===== config.mk =====
export PLATFORM = sky130hd
export DESIGN_NAME = galr_ram
export DESIGN_NICKNAME = d
export VERILOG_FILES = /design/src/rtl/galr_ram.sv
export SDC_FILE = /design/constraint.sdc
export NUM_CORES = 1
export LEC_CHECK = 0
export ABC_CLOCK_PERIOD_IN_PS = 5000
export BUFFER_PORTS_ARGS = -buffer_cell sky130_fd_sc_hd__buf_2
export CORE_MARGIN = 1
export CORE_UTILIZATION = 60
export CTS_CLUSTER_DIAMETER = 100
export CTS_CLUSTER_SIZE = 20
export DETAILED_ROUTE_END_ITERATION = 8
export GPL_ROUTABILITY_DRIVEN = 0
export GPL_TIMING_DRIVEN = 0
export PLACE_DENSITY = 0.77
export SYNTH_ARGS = -nofsm -noshare
export SYNTH_HDL_FRONTEND = slang
export SYNTH_SLANG_ARGS = --single-unit
export TNS_END_PERCENT = 30

===== constraint.sdc =====
create_clock -name clk -period 5 [get_ports clk]
set_input_delay 0.25 -clock clk [delete_from_list [all_inputs] [get_ports clk]]
set_output_delay 0.25 -clock clk [all_outputs]
set_load 0.005 [all_outputs]

===== src/rtl/galr_ram.sv =====
module galr_ram #(
  parameter int WIDTH = 16,
  parameter int DEPTH = 64
) (
  input  logic                                     clk,
  input  logic                                     we,
  input  logic [(DEPTH > 1 ? $clog2(DEPTH) : 1)-1:0] waddr,
  input  logic [WIDTH-1:0]                         wdata,
  input  logic [(DEPTH > 1 ? $clog2(DEPTH) : 1)-1:0] raddr,
  output logic [WIDTH-1:0]                         rdata
);

  logic [WIDTH-1:0] mem [DEPTH];

  always_ff @(posedge clk) begin
    if (we) begin
      mem[waddr] <= wdata;
    end
    rdata <= mem[raddr];
  end

endmodule


==> impl_metrics.ini <==
[layout]
final_util = 0.660
drive_gt1_frac = 0.263
nNetsFinal = 1987
area_growth_pct = 8.61
n_fill_cell = 4152
stdcell_count = 2851
design_area_um2 = 43500

[sta]
timing.final.crit_period_ns = 2.51
relSlewSlack = 0.0373
rsz0062_at_grt = false
finalCritPeriodShare = 0.502
holdWs_ns = 0.257
hold_viol_final = 0
slew_viol_final = 0
max_freq_mhz = 398
tightestPinTransition_ns = 1.44
tns_ns = 0
setup_viol = 0
finClkSkew_ns = 0.0258
postLayoutSetupSlackWorst_ns = 2.49

[synth]
yosys_warnings = 0
synth_area_leaders = edfxtp_1, mux4_2, mux2i_1, dfxtp_1, mux2_2
synth_top_area_cell = edfxtp_1
netlist_instances = 1829
synth_area_per_cell_um2 = 21.9
synth_edf_count = 1024
synth_top_area_frac = 0.768
synthArstFlopShare = 0
synth_seq_cells = 1040
ys.flop_type = edfxtp_1
ys_types = 43
post_synth_instance_area_um2 = 40000
synthesis.nets = 1859
seq_area_frac_synth = 0.776

[die]
die_x_um = 260
initial_core_util = 0.608
die_h_um = 260
die_area_um2 = 67800
ios = 46
coreArea_um2 = 65900
placementRows = 94

[clock_tree]
h-tree-depth = 2
clk_pin_slew_ns = 0.09
clockBufferDepth = 3
cts_resized = 0
post_cts_buffers = 0
cts_hold_buf = 0
cts.sinks = 1040
cts_root_buf = clkbuf_16
tritoncts = done
insertion_delay_ns = 0.65
cts_made_buffers = 57

[drt]
num_vias = 19400
dr.pass1.iters = 5
drc_errors = 0
wl_per_cell_um = 33.0
viasPerCell = 6.80
first_iter_violations = 2682
drt_wl_total_um = 94100
ant_nets = 0

[placed_design]
place_area_um2 = 41900
placedCellCount = 2762
place_ws_ns = 2.00
place_hpwl_um = 60600
io_buffers = 38

[job]
max_cap_violations = 0

[global_route]
grt_overflow = 0
grt_max_degree = 65
grt_pass1_wl_um = 135000
antenna_found_initial = 3
first_global_vias = 19100
grt_usage = 0.285

[outcome]
status = finished clean

[power_and_ir_drop]
switchingPower_mw = 3.25
power_frac_seq = 0.628
internal_power_mw = 12.1
power_frac_clock = 0.310
leakage_nw = 13.5
p_per_area_nw_per_um2 = 354
ir_drop_mv = 0.313
total_power_mw = 15.4
power_frac_comb = 0.062
p_sw_frac = 0.211

[worst_setup_path]
cp-end-kind = register
crit_fanout = 10
crit_required_ns = 5.49
worstSetupPathType = input port to register
cp-start-kind = input port
arrival_ns = 3.00

[worst_hold_path]
hp-class = input port to register
==> synthesized netlist by cell type, types with 17 or more instances <==
master	count
nor2b_1	30
edfxtp_1	1024
nand3_1	24
clkbuf_1	24
a22oi_1	39
mux4_2	220
a21oi_1	17
buf_6	17
mux2i_1	85
nor2_1	72
mux2_2	27
buf_2	36
nand2_1	59
==> final timing paths <==
path                            startpoint    endpoint  slack (ns)  cells past startpoint
worst max-delay path              raddr[2]    rdata[4]        2.49                      8
worst min-delay path              waddr[0]  mem[51][6]        0.26                      3
worst max register to register  mem[23][4]    rdata[4]        2.60                      5
worst min register to register  mem[36][9]    rdata[9]        0.90                      3
==> per-layer routing <==
metal  wire length (um)  GRT usage  vias to the layer above  part of all wire
met1              35700      0.401                    10200              0.38
met4               3700      0.108                        2             0.039
met5                 13          0                        -           0.00014
met2              45300      0.453                     1148              0.48
met3               9410     0.0521                      184              0.10
li1                   -          -                     7881                 -
==> cells by family after synthesis <==
kind of cell           share of synthesized area
DFF                                        0.776
muxes                                      0.155
and+or+nand+nor                           0.0265
AOI/OAI and AO/OA                         0.0241
buffers and inverters                     0.0183
==> cell type report <==
cell class | count | area (um2) | share of cell area
clock buffer | 83 | 1570 | 0.0360
timing repair buffer | 69 | 618 | 0.0142
tap | 864 | 1080 | 0.0249
clock inverter | 1 | 8.76 | 0.000201
buffer | 104 | 733 | 0.0169
sequential | 1040 | 31100 | 0.714
multi-input combinational | 685 | 8400 | 0.193
antenna | 5 | 12.5 | 0.000288
==> critical path, stage by stage <==
cell      delay [ns]
buf_2           0.27
buf_4           0.24
buf_2           0.45
mux4_2          0.37
mux2i_1         0.44
a22oi_1         0.18
a31oi_1         0.58
a311oi_1        0.17
==> cell usage in the layout, fill, tap and decap left out, types with 6 or more instances in the layout <==
master	synthesis	final
edfxtp_1	1024	1024
mux4_2	220	220
mux2i_1	85	85
buf_2	36	74
nor2_2	2	62
nand2_1	59	59
clkbuf_16	0	59
clkbuf_1	24	48
a22oi_1	39	39
nor2b_1	30	30
mux2_2	27	27
buf_8	3	26
nand3_1	24	24
buf_6	17	23
a21oi_1	17	17
a221oi_1	16	16
dfxtp_1	16	16
buf_4	13	15
nor2_1	72	12
nand4_1	12	12
a211o_1	8	8
a31oi_1	8	8
a211oi_1	8	8
a311oi_1	8	8
a22o_1	6	6
a221o_1	6	6
==> power by group through the flow <==
stage | sequential, mW | combinational (mW) | clock, mW
finish | 9.66 | 0.949 | 4.77
global route | 9.67 | 0.985 | 5.08
CTS | 9.66 | 0.940 | 4.79
detailed placement | 9.86 | 0.937 | 0
global placement | 9.85 | 0.900 | 0
floorplan | 9.85 | 0.500 | 0
==> sequential cells by signal (all words and copies together), names as in the netlist <==
name	count
mem	1024
rdata	16
No activity file was read; power rests on OpenSTA's default activity.
