<file path="config.mk">
export PLATFORM = sky130hd
export DESIGN_NAME = galr_mac
export DESIGN_NICKNAME = d
export VERILOG_FILES = /design/src/rtl/galr_pkg.sv /design/src/rtl/galr_mac.sv
export SDC_FILE = /design/constraint.sdc
export NUM_CORES = 1
export LEC_CHECK = 0
export BUFFER_PORTS_ARGS = -buffer_cell sky130_fd_sc_hd__buf_4
export CAP_MARGIN = 20
export CORE_UTILIZATION = 53
export DETAILED_ROUTE_END_ITERATION = 6
export PLACE_DENSITY_LB_ADDON = 0.3
export SYNTH_ARGS = -nofsm -noshare
export SYNTH_HDL_FRONTEND = slang
export SYNTH_SLANG_ARGS = --single-unit
</file>
<file path="constraint.sdc">
create_clock -name clk -period 15.5 [get_ports clk]
set_input_delay 4.65 -clock clk [delete_from_list [all_inputs] [get_ports clk]]
set_output_delay 4.65 -clock clk [all_outputs]
set_load 0.01 [all_outputs]
</file>
<file path="src/rtl/galr_pkg.sv">
package galr_pkg;

  localparam int IDX_W   = 6;
  localparam int DIM_W   = 7;
  localparam int VAL_W   = 16;
  localparam int OUT_W   = 15;
  localparam int Q_SHIFT = 8;

  localparam logic [DIM_W-1:0] DIM_CAP = 7'd64;

  typedef enum logic [2:0] {
    OP_WEIGHT  = 3'd0,
    OP_BIAS    = 3'd1,
    OP_CLEAR   = 3'd2,
    OP_ACCUM   = 3'd3,
    OP_COMPUTE = 3'd4
  } op_t;

  typedef struct packed {
    logic valid;
    logic first;
    logic last;
    logic a_ok;
  } mac_ctl_t;

endpackage

</file>
<file path="src/rtl/galr_mac.sv">
module galr_mac #(
  parameter int FEATURE_WIDTH = 16
) (
  input  logic                                clk,
  input  logic                                rst,
  input  galr_pkg::mac_ctl_t                  ctl,
  input  logic signed [galr_pkg::VAL_W-1:0]   w_data,
  input  logic signed [FEATURE_WIDTH-1:0]     a_data,
  input  logic signed [galr_pkg::VAL_W-1:0]   b_data,
  input  logic                                take,
  output logic                                done,
  output logic [galr_pkg::OUT_W-1:0]          res
);

  localparam int PROD_W = galr_pkg::VAL_W + FEATURE_WIDTH;
  localparam int ACC_W  = FEATURE_WIDTH + 24;
  localparam int TOP_B  = galr_pkg::OUT_W + galr_pkg::Q_SHIFT;

  galr_pkg::mac_ctl_t c1, c2;
  logic signed [FEATURE_WIDTH-1:0]   a_masked;
  logic signed [PROD_W-1:0]          prod;
  logic signed [galr_pkg::VAL_W-1:0] bias_q;
  logic signed [ACC_W-1:0]           acc, acc_next, bias_ext;

  assign a_masked = c1.a_ok ? a_data : '0;
  assign bias_ext = ACC_W'(bias_q) <<< galr_pkg::Q_SHIFT;
  assign acc_next = (c2.first ? bias_ext : acc) + ACC_W'(prod);

  always_ff @(posedge clk) begin
    if (rst) begin
      c1   <= '0;
      c2   <= '0;
      done <= 1'b0;
    end else begin
      c1 <= ctl;
      c2 <= c1;
      if (c2.valid && c2.last) begin
        done <= 1'b1;
      end else if (take) begin
        done <= 1'b0;
      end
    end
    if (c1.valid) begin
      prod <= w_data * a_masked;
      if (c1.first) begin
        bias_q <= b_data;
      end
    end
    if (c2.valid) begin
      acc <= acc_next;
    end
  end

  always_comb begin
    if (acc[ACC_W-1] || acc == '0) begin
      res = '0;
    end else if (|acc[ACC_W-2:TOP_B]) begin
      res = '1;
    end else begin
      res = acc[TOP_B-1:galr_pkg::Q_SHIFT];
    end
  end

endmodule

</file>
==> flow_summary_export.csv <==
group,metric,value,unit
synthesis,synth_seq_area_share,0.180,
timing,hold_viol,0,
synthesis,synth_area_per_cell,9.49,um^2
synthesis,synth.top_cell.area_share,0.338,
timing,slew_headroom,0.341,
clocking,clkLatencyLatePin,340,ps
setup_path,crit_path_max_incr_delay,830,ps
clocking,cts.clk_slew.worst_paths,70,ps
setup_path,cp-end-kind,"flip-flop",
clocking,post_cts_buffers,0,
placement,gp_congestion,0.922,
clocking,cts_tree,"done",
synthesis,synth_common_cells,"inv_1 (318), fa_1 (263), nand2_1 (143)",
clocking,cts_max_level,3,
drt,ant_nets,0,
placement,portBuffers,70,
drt,drcViolationCount,0,
die,die_h,173,um
setup_path,rrSetupSlack,7830,ps
layout,fin_cells,2044,
setup_path,cp-start-kind,"primary input",
run,maxCapViolCount,0,
clocking,cts_resized,0,
drt,wl,34600,um
placement,place_ws,4500,ps
synthesis,yosysTopAreaCell,"fa_1",
synthesis,synth_edf_count,88,
placement,dp_hpwl,28000,um
synthesis,synthCells,1641,
power_and_ir_drop,power.density,100,mW/mm^2
global_route,grt_max_degree,91,
min_path,hold_path_depth,2,
outcome,status,"finished clean",
timing,fin_skew,7.95,ps
timing,rsz0062_at_grt,"no",
synthesis,yosysMostFrequentCell,"inv_1",
die,rows,62,
power_and_ir_drop,clockPowerShare,0.136,
setup_path,slowest_stage,"fa_1",
placement,dpl.cell_count,2028,
setup_path,cp_common_cell,"fa_1",
setup_path,critical_path.top_delay_family,"adder cells",
setup_path,timing.rr.end,"prod[31]$_DFFE_PP_",
timing,fin_crit,10640,ps
die,ioPinCount,71,
power_and_ir_drop,pwr-share-seq,0.240,
timing,setup_tns,0,ps
die,die_area,0.0301,mm^2
min_path,min_from,"c2[1]$_SDFF_PP0_",
drt,drtIter0Drc,717,
synthesis,synth_ff_type,"edfxtp_1",
clocking,holdBufCountCts,0,
layout,drive_above_1_share,0.0711,
synthesis,synth-async-reset-ratio,0,
global_route,overflow,0,
setup_path,r2r_cells,21,
setup_path,crit_arrival,10730,ps
power_and_ir_drop,leakage,8.40,nW
power_and_ir_drop,p_comb_frac,0.624,
die,start_util,0.541,
global_route,antenna_found_initial,0,
placement,dpl_cell_area,0.0163,mm^2
setup_path,critical_path_buf_inv_count,4,
setup_path,crit_chain,"buf_4 -> and2_1 -> nand2_1 -> inv_1 -> fa_1 -> fa_1 -> fa_1 -> fa_1 -> fa_1 -> inv_1 -> fa_1 -> inv_1 -> ha_1 -> and4_1 -> nand3_1 -> nor3b_1 -> a31oi_1 -> a31oi_1 -> a21o_1 -> a21oi_1 -> xnor2_1",
layout,final_area,0.0167,mm^2
timing,worstMarginPinSlew,989,ps
layout,post-route-util,0.579,
clocking,clockRootBuffer,"clkbuf_16",
power_and_ir_drop,vdd_ir_drop_max,0.0581,mV
die,coreArea,0.0288,mm^2
global_route,grt_pass1_vias,11885,
clocking,numCtsBuffers,9,
synthesis,yosys-top-cells-area,"fa_1 (34%), edfxtp_1 (17%), ha_1 (9.7%)",
min_path,hold_path_end,"done$_SDFFE_PP0P_",
drt,wl_per_cell,16.9,um
power_and_ir_drop,power.net_switching,716,uW
power_and_ir_drop,p_total,1.67,mW
timing,setup_viol,0,
synthesis,synth_fp_nets,2080,
drt,first_pass_iters,5,
timing,fmax,0.0940,GHz
synthesis,netlist_area,0.0156,mm^2
global_route,track_usage,0.241,
synthesis,synth_cell_type_count,59,
timing,period_share,0.687,
min_path,worstHoldPathType,"flip-flop to flip-flop",
global_route,grt_pass1_wl,58400,um
clocking,clock_sinks,96,
drt,vias,11401,
setup_path,crit_required,15590,ps
layout,syn_to_final_growth,6.96,%
drt,viasPerCell,5.58,
layout,n_antenna_cell,0,
synthesis,yosys_warnings,0,
setup_path,path_max_fanout,9,
timing,slew_viol_final,0,
clocking,clock_path_buffers,2,
timing,holdWs,440,ps
layout,nets,2094,
die,die_x,173,um
setup_path,path_class,"primary input to flip-flop",
timing,fin_ws,4860,ps
setup_path,reg2reg_from,"c1[0]$_SDFF_PP0_",
power_and_ir_drop,netSwitchingFraction,0.430,
synthesis,synth_seq_cells,96,
power_and_ir_drop,p_int,949,uW
==> layer usage <==
layer | part of all wire | vias up | GRT usage
met5 | 0 | - | 0
met4 | 0.022 | 0 | 0.0682
met3 | 0.065 | 50 | 0.0287
met2 | 0.45 | 427 | 0.393
met1 | 0.46 | 5572 | 0.339
li1 | - | 5352 | -
==> cell usage in the layout, fill, tap and decap left out, types with 5 or more instances in the layout <==
cell type | netlist | routed
inv_1 | 318 | 318
fa_1 | 263 | 263
nand2_1 | 143 | 143
and3_1 | 131 | 131
ha_1 | 121 | 121
edfxtp_1 | 88 | 88
nor2_1 | 78 | 78
buf_4 | 0 | 73
a21oi_1 | 68 | 68
o21ai_0 | 59 | 59
xnor2_1 | 54 | 54
nand3_1 | 31 | 31
a21o_1 | 27 | 27
nor2b_1 | 19 | 19
mux2_2 | 15 | 15
xor2_1 | 14 | 14
a31oi_1 | 11 | 11
clkbuf_16 | 0 | 11
nor3_1 | 10 | 10
and2_1 | 9 | 9
nand4_1 | 9 | 9
nor4_1 | 9 | 9
o21a_1 | 8 | 8
a211oi_1 | 7 | 7
o21bai_1 | 7 | 7
o211ai_1 | 7 | 7
or3_1 | 6 | 6
nand2b_1 | 6 | 6
dfxtp_1 | 8 | 6
or2_2 | 5 | 5
==> tightest hold or removal path: cells and delay by family, from the launching register on <==
family	cells	cell delay, ps
flops	1	300
simple gates	1	50
compound gates	1	50
==> final cells by class <==
class                           count  area (um^2)
Fill cell                        2491        12100
Clock buffer                       13          293
Sequential cell                    96         2810
Timing Repair Buffer               73          548
Tap cell                          384          480
Clock inverter                      3         20.0
Inverter                          318         1190
Multi-Input combinational cell   1157        11300
==> sequential cells by signal, indices dropped and copies added (netlist names) <==
| name | flops |
|---|---|
| bias_q | 16 |
| prod | 32 |
| c1 | 4 |
| done | 1 |
| acc | 40 |
| c2 | 3 |
==> how the worst max path moves through the flow <==
stage                   start                 end  cells past startpoint
detailed placement  a_data[1]  prod[31]$_DFFE_PP_                     21
global placement    a_data[1]  prod[31]$_DFFE_PP_                     21
global route        a_data[1]  prod[31]$_DFFE_PP_                     21
finish              a_data[1]  prod[31]$_DFFE_PP_                     21
floorplan           a_data[8]  prod[26]$_DFFE_PP_                     22
CTS                 a_data[1]  prod[31]$_DFFE_PP_                     21
==> logic make-up (layout without fill, tap and decap cells) <==
family	count (synthesis)	in the layout	synth area share
compound gates	225	225	0.0920
xor+xnor	68	68	0.0383
fa+ha+maj	384	384	0.435
buf+inv	388	407	0.0935
flops	96	96	0.180
mux	16	16	0.0115
simple gates	464	464	0.149
==> power groups by stage <==
stage	logic, mW	registers [mW]	clock network [mW]
after detailed placement	1.03	0.405	0
after global routing	1.18	0.405	0.240
after global placement	1.01	0.404	0
after floorplan	0.808	0.393	0
after CTS	1.04	0.400	0.230
final	1.04	0.400	0.227
Note: power is estimated with default switching activity, not from simulation.
